`src/rtl/phlc_pkg.sv`:
```
// Package for the phone line call controller: codes, widths and reset values.
// Used by phone_line_call_controller and its checker; no dependencies.
package phlc_pkg;

    localparam int CFG_W          = 6;
    localparam int CFG_IDX_W      = 2;
    localparam int CNT_W          = 6;
    localparam int READ_COUNT_CAP = 50;

    localparam logic [CFG_W-1:0] RING_ON_RESET  = 6'd5;
    localparam logic [CFG_W-1:0] RING_PER_RESET = 6'd12;
    localparam logic [CFG_W-1:0] DEBOUNCE_RESET = 6'd3;

    typedef enum logic [1:0] {
        CFG_RING_ON  = 2'd0,
        CFG_RING_PER = 2'd1,
        CFG_DEBOUNCE = 2'd2
    } cfg_idx_t;

    typedef enum logic [1:0] {
        FUNC_TICK        = 2'd0,
        FUNC_INCOMING    = 2'd1,
        FUNC_ESTABLISHED = 2'd2,
        FUNC_CLOSED      = 2'd3
    } func_t;

    typedef enum logic [1:0] {
        ST_IDLE    = 2'd0,
        ST_RINGING = 2'd1,
        ST_INCALL  = 2'd2
    } line_state_t;

    typedef enum logic [1:0] {
        CMD_NONE   = 2'd0,
        CMD_ACCEPT = 2'd1,
        CMD_HANGUP = 2'd2,
        CMD_DIAL   = 2'd3
    } cmd_t;

    typedef enum logic [1:0] {
        LED_OFF   = 2'd0,
        LED_SOLID = 2'd1,
        LED_BLINK = 2'd2
    } led_t;

    localparam logic [1:0] HOOK_ON      = 2'd0;
    localparam logic [1:0] HOOK_OFF     = 2'd1;
    localparam logic [1:0] HOOK_UNKNOWN = 2'd2;

    localparam logic [1:0] CH_ONE = 2'd1;
    localparam logic [1:0] CH_TWO = 2'd2;

endpackage

```
`src/rtl/phone_line_call_controller.sv`:
```
// Top level of the two-jack phone line call controller.
// Depends on phlc_pkg for codes, widths and reset values.
//
//  channel | handshake            | payload
//  --------+----------------------+----------------------------------------------
//  in      | in_valid / in_ready  | func, hook_pair_ok, hook_first_jack,
//          |                      | hook_second_jack, hook_single_ok, hook_single
//  out     | out_valid/ out_ready | ring_active, led_phone1_mode, led_phone2_mode,
//          |                      | command, channel_select, channel_strobe, call_state
//  cfg     | cfg_we               | cfg_index, cfg_data
//
// One transaction per cycle sustained while out_ready is high.
// A transaction sits in the input register, then the update logic writes the
// line state and the result register together.
// rst_n clears the line state, debounce and config registers to their defaults.
// A stalled result holds while the input register still takes one more transaction.
module phone_line_call_controller (
    input  logic       clk,
    input  logic       rst_n,
    input  logic       cfg_we,
    input  logic [1:0] cfg_index,
    input  logic [5:0] cfg_data,
    input  logic       in_valid,
    output logic       in_ready,
    input  logic [1:0] func,
    input  logic       hook_pair_ok,
    input  logic       hook_first_jack,
    input  logic       hook_second_jack,
    input  logic       hook_single_ok,
    input  logic       hook_single,
    output logic       out_valid,
    input  logic       out_ready,
    output logic       ring_active,
    output logic [1:0] led_phone1_mode,
    output logic [1:0] led_phone2_mode,
    output logic [1:0] command,
    output logic [1:0] channel_select,
    output logic       channel_strobe,
    output logic [1:0] call_state
);

    localparam int CW = phlc_pkg::CFG_W;
    localparam int NW = phlc_pkg::CNT_W;

    // configuration
    logic [CW-1:0] ring_on_reg;
    logic [CW-1:0] ring_per_reg;
    logic [CW-1:0] debounce_reg;

    // input register
    logic       s1_valid_reg;
    logic [1:0] func_reg;
    logic       pair_ok_reg;
    logic       h1_reg;
    logic       h2_reg;
    logic       single_ok_reg;
    logic       single_reg;

    // line state
    phlc_pkg::line_state_t state_reg, state_next;
    logic [NW-1:0] cad_reg, cad_next;
    logic          ring_reg, ring_next;
    logic [1:0]    acc_hook_reg, acc_hook_next;
    logic [1:0]    cand_hook_reg, cand_hook_next;
    logic [NW-1:0] reads_reg, reads_next;
    logic          settled_reg, settled_next;
    logic [1:0]    chan_reg, chan_next;
    phlc_pkg::led_t led1_reg, led1_next;
    phlc_pkg::led_t led2_reg, led2_next;

    // result register
    logic           out_valid_reg;
    logic           ring_out_reg;
    phlc_pkg::led_t led1_out_reg;
    phlc_pkg::led_t led2_out_reg;
    phlc_pkg::cmd_t cmd_out_reg, cmd_next;
    logic [1:0]     chan_out_reg;
    logic           strobe_out_reg, strobe_next;
    phlc_pkg::line_state_t state_out_reg;

    logic advance;

    assign advance  = s1_valid_reg && (!out_valid_reg || out_ready);
    assign in_ready = !s1_valid_reg || advance;

    // LED of the channel-one jack is solid when channel two is answered, and vice versa
    function automatic phlc_pkg::led_t led_for(input logic [1:0] ch, input logic [1:0] jack);
        phlc_pkg::led_t m;
        m = (ch == jack) ? phlc_pkg::LED_SOLID : phlc_pkg::LED_OFF;
        return m;
    endfunction

    always_ff @(posedge clk or negedge rst_n)
    begin
        if (!rst_n)
        begin
            ring_on_reg  <= phlc_pkg::RING_ON_RESET;
            ring_per_reg <= phlc_pkg::RING_PER_RESET;
            debounce_reg <= phlc_pkg::DEBOUNCE_RESET;
        end
        else if (cfg_we)
        begin
            case (phlc_pkg::cfg_idx_t'(cfg_index))
                phlc_pkg::CFG_RING_ON:  ring_on_reg  <= cfg_data;
                phlc_pkg::CFG_RING_PER: ring_per_reg <= cfg_data;
                phlc_pkg::CFG_DEBOUNCE: debounce_reg <= cfg_data;
                default: ;
            endcase
        end
    end

    always_comb
    begin
        logic          ring_on_phase;
        logic          have;
        logic          hk;
        logic [1:0]    which;
        logic [NW:0]   cad_inc;

        state_next     = state_reg;
        cad_next       = cad_reg;
        ring_next      = ring_reg;
        acc_hook_next  = acc_hook_reg;
        cand_hook_next = cand_hook_reg;
        reads_next     = reads_reg;
        settled_next   = settled_reg;
        chan_next      = chan_reg;
        led1_next      = led1_reg;
        led2_next      = led2_reg;
        cmd_next       = phlc_pkg::CMD_NONE;
        strobe_next    = 1'b0;
        ring_on_phase  = 1'b0;
        have           = 1'b0;
        hk             = 1'b0;
        which          = chan_reg;
        cad_inc        = {1'b0, cad_reg} + 1'b1;

        case (phlc_pkg::func_t'(func_reg))
            phlc_pkg::FUNC_INCOMING:
            begin
                if (state_reg == phlc_pkg::ST_IDLE)
                begin
                    state_next = phlc_pkg::ST_RINGING;
                    cad_next   = '0;
                    led1_next  = phlc_pkg::LED_BLINK;
                    led2_next  = phlc_pkg::LED_BLINK;
                end
            end
            phlc_pkg::FUNC_ESTABLISHED:
            begin
                state_next = phlc_pkg::ST_INCALL;
                ring_next  = 1'b0;
                led1_next  = led_for(chan_reg, phlc_pkg::CH_TWO);
                led2_next  = led_for(chan_reg, phlc_pkg::CH_ONE);
            end
            phlc_pkg::FUNC_CLOSED:
            begin
                state_next = phlc_pkg::ST_IDLE;
                ring_next  = 1'b0;
                led1_next  = phlc_pkg::LED_OFF;
                led2_next  = phlc_pkg::LED_OFF;
                chan_next  = phlc_pkg::CH_TWO;
            end
            default:
            begin
                if (state_reg == phlc_pkg::ST_RINGING)
                begin
                    ring_on_phase = (cad_reg < ring_on_reg);
                    ring_next     = ring_on_phase;
                    cad_next      = (cad_inc >= {1'b0, ring_per_reg}) ? '0 : cad_inc[NW-1:0];
                end
                else
                begin
                    ring_next = 1'b0;
                    cad_next  = '0;
                end

                if (!ring_on_phase)
                begin
                    if (pair_ok_reg)
                    begin
                        have = 1'b1;
                        if (state_reg == phlc_pkg::ST_INCALL)
                        begin
                            hk = (chan_reg == phlc_pkg::CH_ONE) ? h1_reg : h2_reg;
                        end
                        else
                        begin
                            hk    = h1_reg | h2_reg;
                            which = h1_reg ? phlc_pkg::CH_ONE
                                  : (h2_reg ? phlc_pkg::CH_TWO : chan_reg);
                        end
                    end
                    else if (single_ok_reg)
                    begin
                        have = 1'b1;
                        hk   = single_reg;
                    end

                    if (have)
                    begin
                        if ({1'b0, hk} == cand_hook_reg)
                        begin
                            if (reads_reg < NW'(phlc_pkg::READ_COUNT_CAP))
                                reads_next = reads_reg + 1'b1;
                        end
                        else
                        begin
                            cand_hook_next = {1'b0, hk};
                            reads_next     = NW'(1);
                        end

                        if (reads_next == debounce_reg && cand_hook_next != acc_hook_reg)
                        begin
                            if (!settled_reg)
                            begin
                                settled_next = 1'b1;
                            end
                            else if (cand_hook_next == phlc_pkg::HOOK_OFF)
                            begin
                                if (state_reg == phlc_pkg::ST_INCALL)
                                begin
                                    led1_next = led_for(chan_reg, phlc_pkg::CH_TWO);
                                    led2_next = led_for(chan_reg, phlc_pkg::CH_ONE);
                                end
                                else
                                begin
                                    cmd_next    = (state_reg == phlc_pkg::ST_RINGING)
                                                ? phlc_pkg::CMD_ACCEPT : phlc_pkg::CMD_DIAL;
                                    chan_next   = which;
                                    strobe_next = 1'b1;
                                    led1_next   = led_for(which, phlc_pkg::CH_TWO);
                                    led2_next   = led_for(which, phlc_pkg::CH_ONE);
                                    if (state_reg == phlc_pkg::ST_RINGING)
                                        ring_next = 1'b0;
                                end
                            end
                            else
                            begin
                                led1_next = phlc_pkg::LED_OFF;
                                led2_next = phlc_pkg::LED_OFF;
                                if (state_reg != phlc_pkg::ST_IDLE)
                                begin
                                    cmd_next   = phlc_pkg::CMD_HANGUP;
                                    ring_next  = 1'b0;
                                    state_next = phlc_pkg::ST_IDLE;
                                    chan_next  = phlc_pkg::CH_TWO;
                                end
                            end
                            acc_hook_next = cand_hook_next;
                        end
                    end
                end
            end
        endcase
    end

    always_ff @(posedge clk or negedge rst_n)
    begin
        if (!rst_n)
        begin
            s1_valid_reg  <= 1'b0;
            out_valid_reg <= 1'b0;
            state_reg     <= phlc_pkg::ST_IDLE;
            cad_reg       <= '0;
            ring_reg      <= 1'b0;
            acc_hook_reg  <= phlc_pkg::HOOK_UNKNOWN;
            cand_hook_reg <= phlc_pkg::HOOK_UNKNOWN;
            reads_reg     <= '0;
            settled_reg   <= 1'b0;
            chan_reg      <= phlc_pkg::CH_TWO;
            led1_reg      <= phlc_pkg::LED_OFF;
            led2_reg      <= phlc_pkg::LED_OFF;
        end
        else
        begin
            if (in_ready)
                s1_valid_reg <= in_valid;
            if (advance)
                out_valid_reg <= 1'b1;
            else if (out_ready)
                out_valid_reg <= 1'b0;
            if (advance)
            begin
                state_reg     <= state_next;
                cad_reg       <= cad_next;
                ring_reg      <= ring_next;
                acc_hook_reg  <= acc_hook_next;
                cand_hook_reg <= cand_hook_next;
                reads_reg     <= reads_next;
                settled_reg   <= settled_next;
                chan_reg      <= chan_next;
                led1_reg      <= led1_next;
                led2_reg      <= led2_next;
            end
        end
    end

    always_ff @(posedge clk)
    begin
        if (in_ready && in_valid)
        begin
            func_reg      <= func;
            pair_ok_reg   <= hook_pair_ok;
            h1_reg        <= hook_first_jack;
            h2_reg        <= hook_second_jack;
            single_ok_reg <= hook_single_ok;
            single_reg    <= hook_single;
        end
        if (advance)
        begin
            ring_out_reg   <= ring_next;
            led1_out_reg   <= led1_next;
            led2_out_reg   <= led2_next;
            cmd_out_reg    <= cmd_next;
            chan_out_reg   <= chan_next;
            strobe_out_reg <= strobe_next;
            state_out_reg  <= state_next;
        end
    end

    assign out_valid       = out_valid_reg;
    assign ring_active     = ring_out_reg;
    assign led_phone1_mode = led1_out_reg;
    assign led_phone2_mode = led2_out_reg;
    assign command         = cmd_out_reg;
    assign channel_select  = chan_out_reg;
    assign channel_strobe  = strobe_out_reg;
    assign call_state      = state_out_reg;

endmodule

```
`config.mk`:
```
export PLATFORM = sky130hd
export DESIGN_NAME = phone_line_call_controller
export DESIGN_NICKNAME = d
export VERILOG_FILES = /design/src/rtl/phlc_pkg.sv /design/src/rtl/phone_line_call_controller.sv
export SDC_FILE = /design/constraint.sdc
export NUM_CORES = 1
export LEC_CHECK = 0
export BUFFER_PORTS_ARGS = -buffer_cell sky130_fd_sc_hd__buf_2
export CAP_MARGIN = 20
export CORE_UTILIZATION = 59
export CTS_CLUSTER_SIZE = 12
export DETAILED_ROUTE_END_ITERATION = 8
export GPL_TIMING_DRIVEN = 0
export PLACE_DENSITY = 0.8
export SLEW_MARGIN = 20
export SYNTH_ARGS = -nofsm -noshare
export SYNTH_HDL_FRONTEND = slang
export SYNTH_SLANG_ARGS = --single-unit
```
`constraint.sdc`:
```
create_clock -name clk -period 3.6 [get_ports clk]
set_clock_uncertainty 0.05 [all_clocks]
set_input_delay 0.72 -clock clk [delete_from_list [all_inputs] [get_ports clk]]
set_output_delay 0.72 -clock clk [all_outputs]
set_load 0.02 [all_outputs]
```
==> impl_results.md <==
- Outcome: finished clean
- CP startpoint kind: flop
- ANT cells: 0
- Peak supply drop: 0.4251 mV
- Finished Cell Area: 4105 µm²
- Total CTS buffers: 9
- Register area: 1703 µm²
- Placed standard-cell area: 3899 µm²
- Commonest cells after routing, fill and taps aside: 37 x dfrtp_1, 34 x buf_2, 29 x nand2_1
- Hpwl dp: 5611 µm
- WHS: 0.3115 ns
- Multi-input gate area: 1799 µm²
- Total power: 2231 µW
- Synthesis Warnings: 0
- Reg2reg end: led_phone1_mode[0]$_DFFE_PP_
- Die X: 80.55 µm
- Die height: 80.55 µm
- Top FF cell, synth: dfrtp_1
- Leakage: 0.001835 µW
- GR Overflow Total: 0
- First-pass GRT wire length: 12,940 µm
- Via density: 6.188
- P per Cell Area: 543.5 nW/µm²
- Register-to-Register Path Depth: 10
- Clk slew on worst S/H paths: 0.07 ns
- Overall global routing resource usage: 0.2700
- Final setup fails: 0
- CTS Buffer Depth: 2
- CTS H-tree depth: 3
- Fin nets: 427
- Core Region: 5921 µm²
- Worst skew pair latency: 0.36 ns
- Max Cap Viol: 0
- Hold Buf Count CTS: 0
- Largest net degree at the start of global routing: 47
- Buffers on Ports: 33
- Wirelength per Cell: 16.85 µm
- Fill cell count: 458
- Setup Buffers After CTS: 0
- Seq/Total Area, Yosys: 0.4679
- Syn nets: 383
- Worst EP arrival: 3.24 ns
- Synth Area per Inst: 10.61 µm²
- Required @ worst endpoint: 3.60 ns
- Worst Hold Class: input pin to async pin
- Reg2Reg Launch Point: state_reg[0]$_DFFE_PN0P_
- DR iter-0 viols: 157
- Crit-path max FO: 8
- Slew HR: 0.3602
- Die footprint: 6488 µm²
- Row count: 28
- Cts repair resizes: 0
- Layout area overhead: 12.79%
- Pre-antenna DRT Iters: 5
- Fin Setup TNS: 0 ns
- DR vias: 2,890
- Initial antenna violation count: 0
- Vias in the first global route: 2,812
- Post-Syn Area: 3640 µm²
- RSZ-0062 raised after global routing: no
- Root buf cell: clkbuf_8
- Final WL: 7870 µm
- Crit path kind: flop to flop
- Crit share post-route: 0.8977
- Final ANT Viol Nets: 0
- Post-layout util: 0.6934
- Slew Limit Fails: 0
- Async SR Flop Fraction: 0.7188
- TritonCTS sink count: 64
- Final Critical Period: 3.232 ns
- Drt drc: 0
- Post-synth EDFFs: 18
- Critical path capture point type: flop
- Cells after Synth: 343
- Commonest non-fill, non-tap cell in the layout: dfrtp_1
- GP Congestion: 0.8865
- Proportion of layout cells with a drive suffix above 1: 0.2117
- Flops & latches, synth: 64
- Initial Util: 0.6148
- FMAX: 0.3094 GHz
- Netlist cell types: 71
- Reg2reg setup slack: 0.37 ns
- Final Hold Vio Count: 0
- CTS tree: built
- Worst-Margin Slew: 0.9597 ns
- Num ports: 34
area by class of cell:
cell class,count,area share
sequential,64,0.4148
buffer,10,0.01250
inverter,23,0.02103
clock inverter,4,0.01676
tap,75,0.02286
timing repair buffer,33,0.04084
clock buffer,12,0.03292
multi-input combinational,246,0.4383
worst max path at each step:
stage / startpoint / to / slack [ns] / cells past startpoint
after detailed placement: state_reg[0]$_DFFE_PN0P_ / led_phone1_mode[0]$_DFFE_PP_ / 0.51 / 10
after global routing: state_reg[0]$_DFFE_PN0P_ / led_phone1_mode[0]$_DFFE_PP_ / 0.14 / 10
after CTS: state_reg[0]$_DFFE_PN0P_ / led_phone1_mode[0]$_DFFE_PP_ / 0.44 / 10
final: state_reg[0]$_DFFE_PN0P_ / led_phone1_mode[0]$_DFFE_PP_ / 0.37 / 10
after global placement: state_reg[0]$_DFFE_PN0P_ / led_phone1_mode[0]$_DFFE_PP_ / 0.55 / 10
after floorplan: state_reg[0]$_DFFE_PN0P_ / state_reg[0]$_DFFE_PN0P_ / 0.92 / 11
cell usage after synthesis (3+ instances only):
library cell | count | area share
a21o_1 | 4 | 0.0083
a221oi_1 | 3 | 0.0072
mux2_2 | 12 | 0.037
dfrtp_1 | 37 | 0.25
a31oi_1 | 3 | 0.0052
a311oi_1 | 5 | 0.012
xor2_1 | 4 | 0.0096
nand2_1 | 29 | 0.030
nor3_1 | 4 | 0.0055
inv_1 | 22 | 0.023
nand3_1 | 5 | 0.0069
dfstp_2 | 9 | 0.065
nand3b_1 | 7 | 0.014
a41o_1 | 4 | 0.011
and2_1 | 9 | 0.015
a21oi_1 | 9 | 0.012
and3_1 | 5 | 0.0086
a211oi_1 | 4 | 0.0083
clkbuf_1 | 6 | 0.0062
o31ai_1 | 4 | 0.0083
nand2b_1 | 8 | 0.014
o21ai_0 | 22 | 0.030
nor3b_1 | 5 | 0.010
nor2_1 | 17 | 0.018
o31a_1 | 4 | 0.0096
o2bb2ai_1 | 4 | 0.0096
edfxtp_1 | 18 | 0.15
o21a_1 | 3 | 0.0062
xnor2_1 | 5 | 0.012
nor2b_1 | 5 | 0.0086
ha_1 | 20 | 0.069
where the power goes:
part / total, µW / internal [µW] / switching, µW
clock network: 662 / 387 / 275
logic: 599 / 262 / 338
registers: 970 / 866 / 104
total: 2230 / 1520 / 716
logic make-up (layout without fill, tap and decap cells):
| kind of cell | Yosys count | count (layout) | synth area share |
|---|---|---|---|
| xor+xnor | 9 | 9 | 0.02166 |
| mux | 12 | 12 | 0.03713 |
| simple gates | 108 | 108 | 0.1595 |
| fa+ha+maj | 20 | 20 | 0.06875 |
| flops | 64 | 64 | 0.4679 |
| buf+inv | 33 | 82 | 0.03781 |
| compound gates | 97 | 97 | 0.2073 |
per-stage QoR:
step | instances | setup WS [ns]
5_1_grt | 467 | 0.1380
3_5_place_dp | 451 | 0.5148
6_report | 467 | 0.3681
3_3_place_gp | 451 | 0.5471
2_1_floorplan | 343 | 0.9222
4_1_cts | 467 | 0.4376
critical path, cell delays in order, from the launching register on:
cell and delay [ns]:
dfrtp_1 0.41, inv_1 0.12, ha_1 0.33, nand3b_1 0.16
a21oi_2 0.26, o41a_1 0.23, nand2_1 0.13, nor4_1 0.33
o2111ai_2 0.22, nor2_1 0.48, a311oi_1 0.21
metal layers:
metal / part of all wire / global-route usage / vias up
met2: 0.48 / 0.4288 / 100
met3: 0.059 / 0.05568 / 18
li1: - / - / 1364
met4: 0.024 / 0.1339 / 0
met1: 0.43 / 0.3488 / 1408
met5: 0 / 0 / -
(Power assumes the default switching activity.)
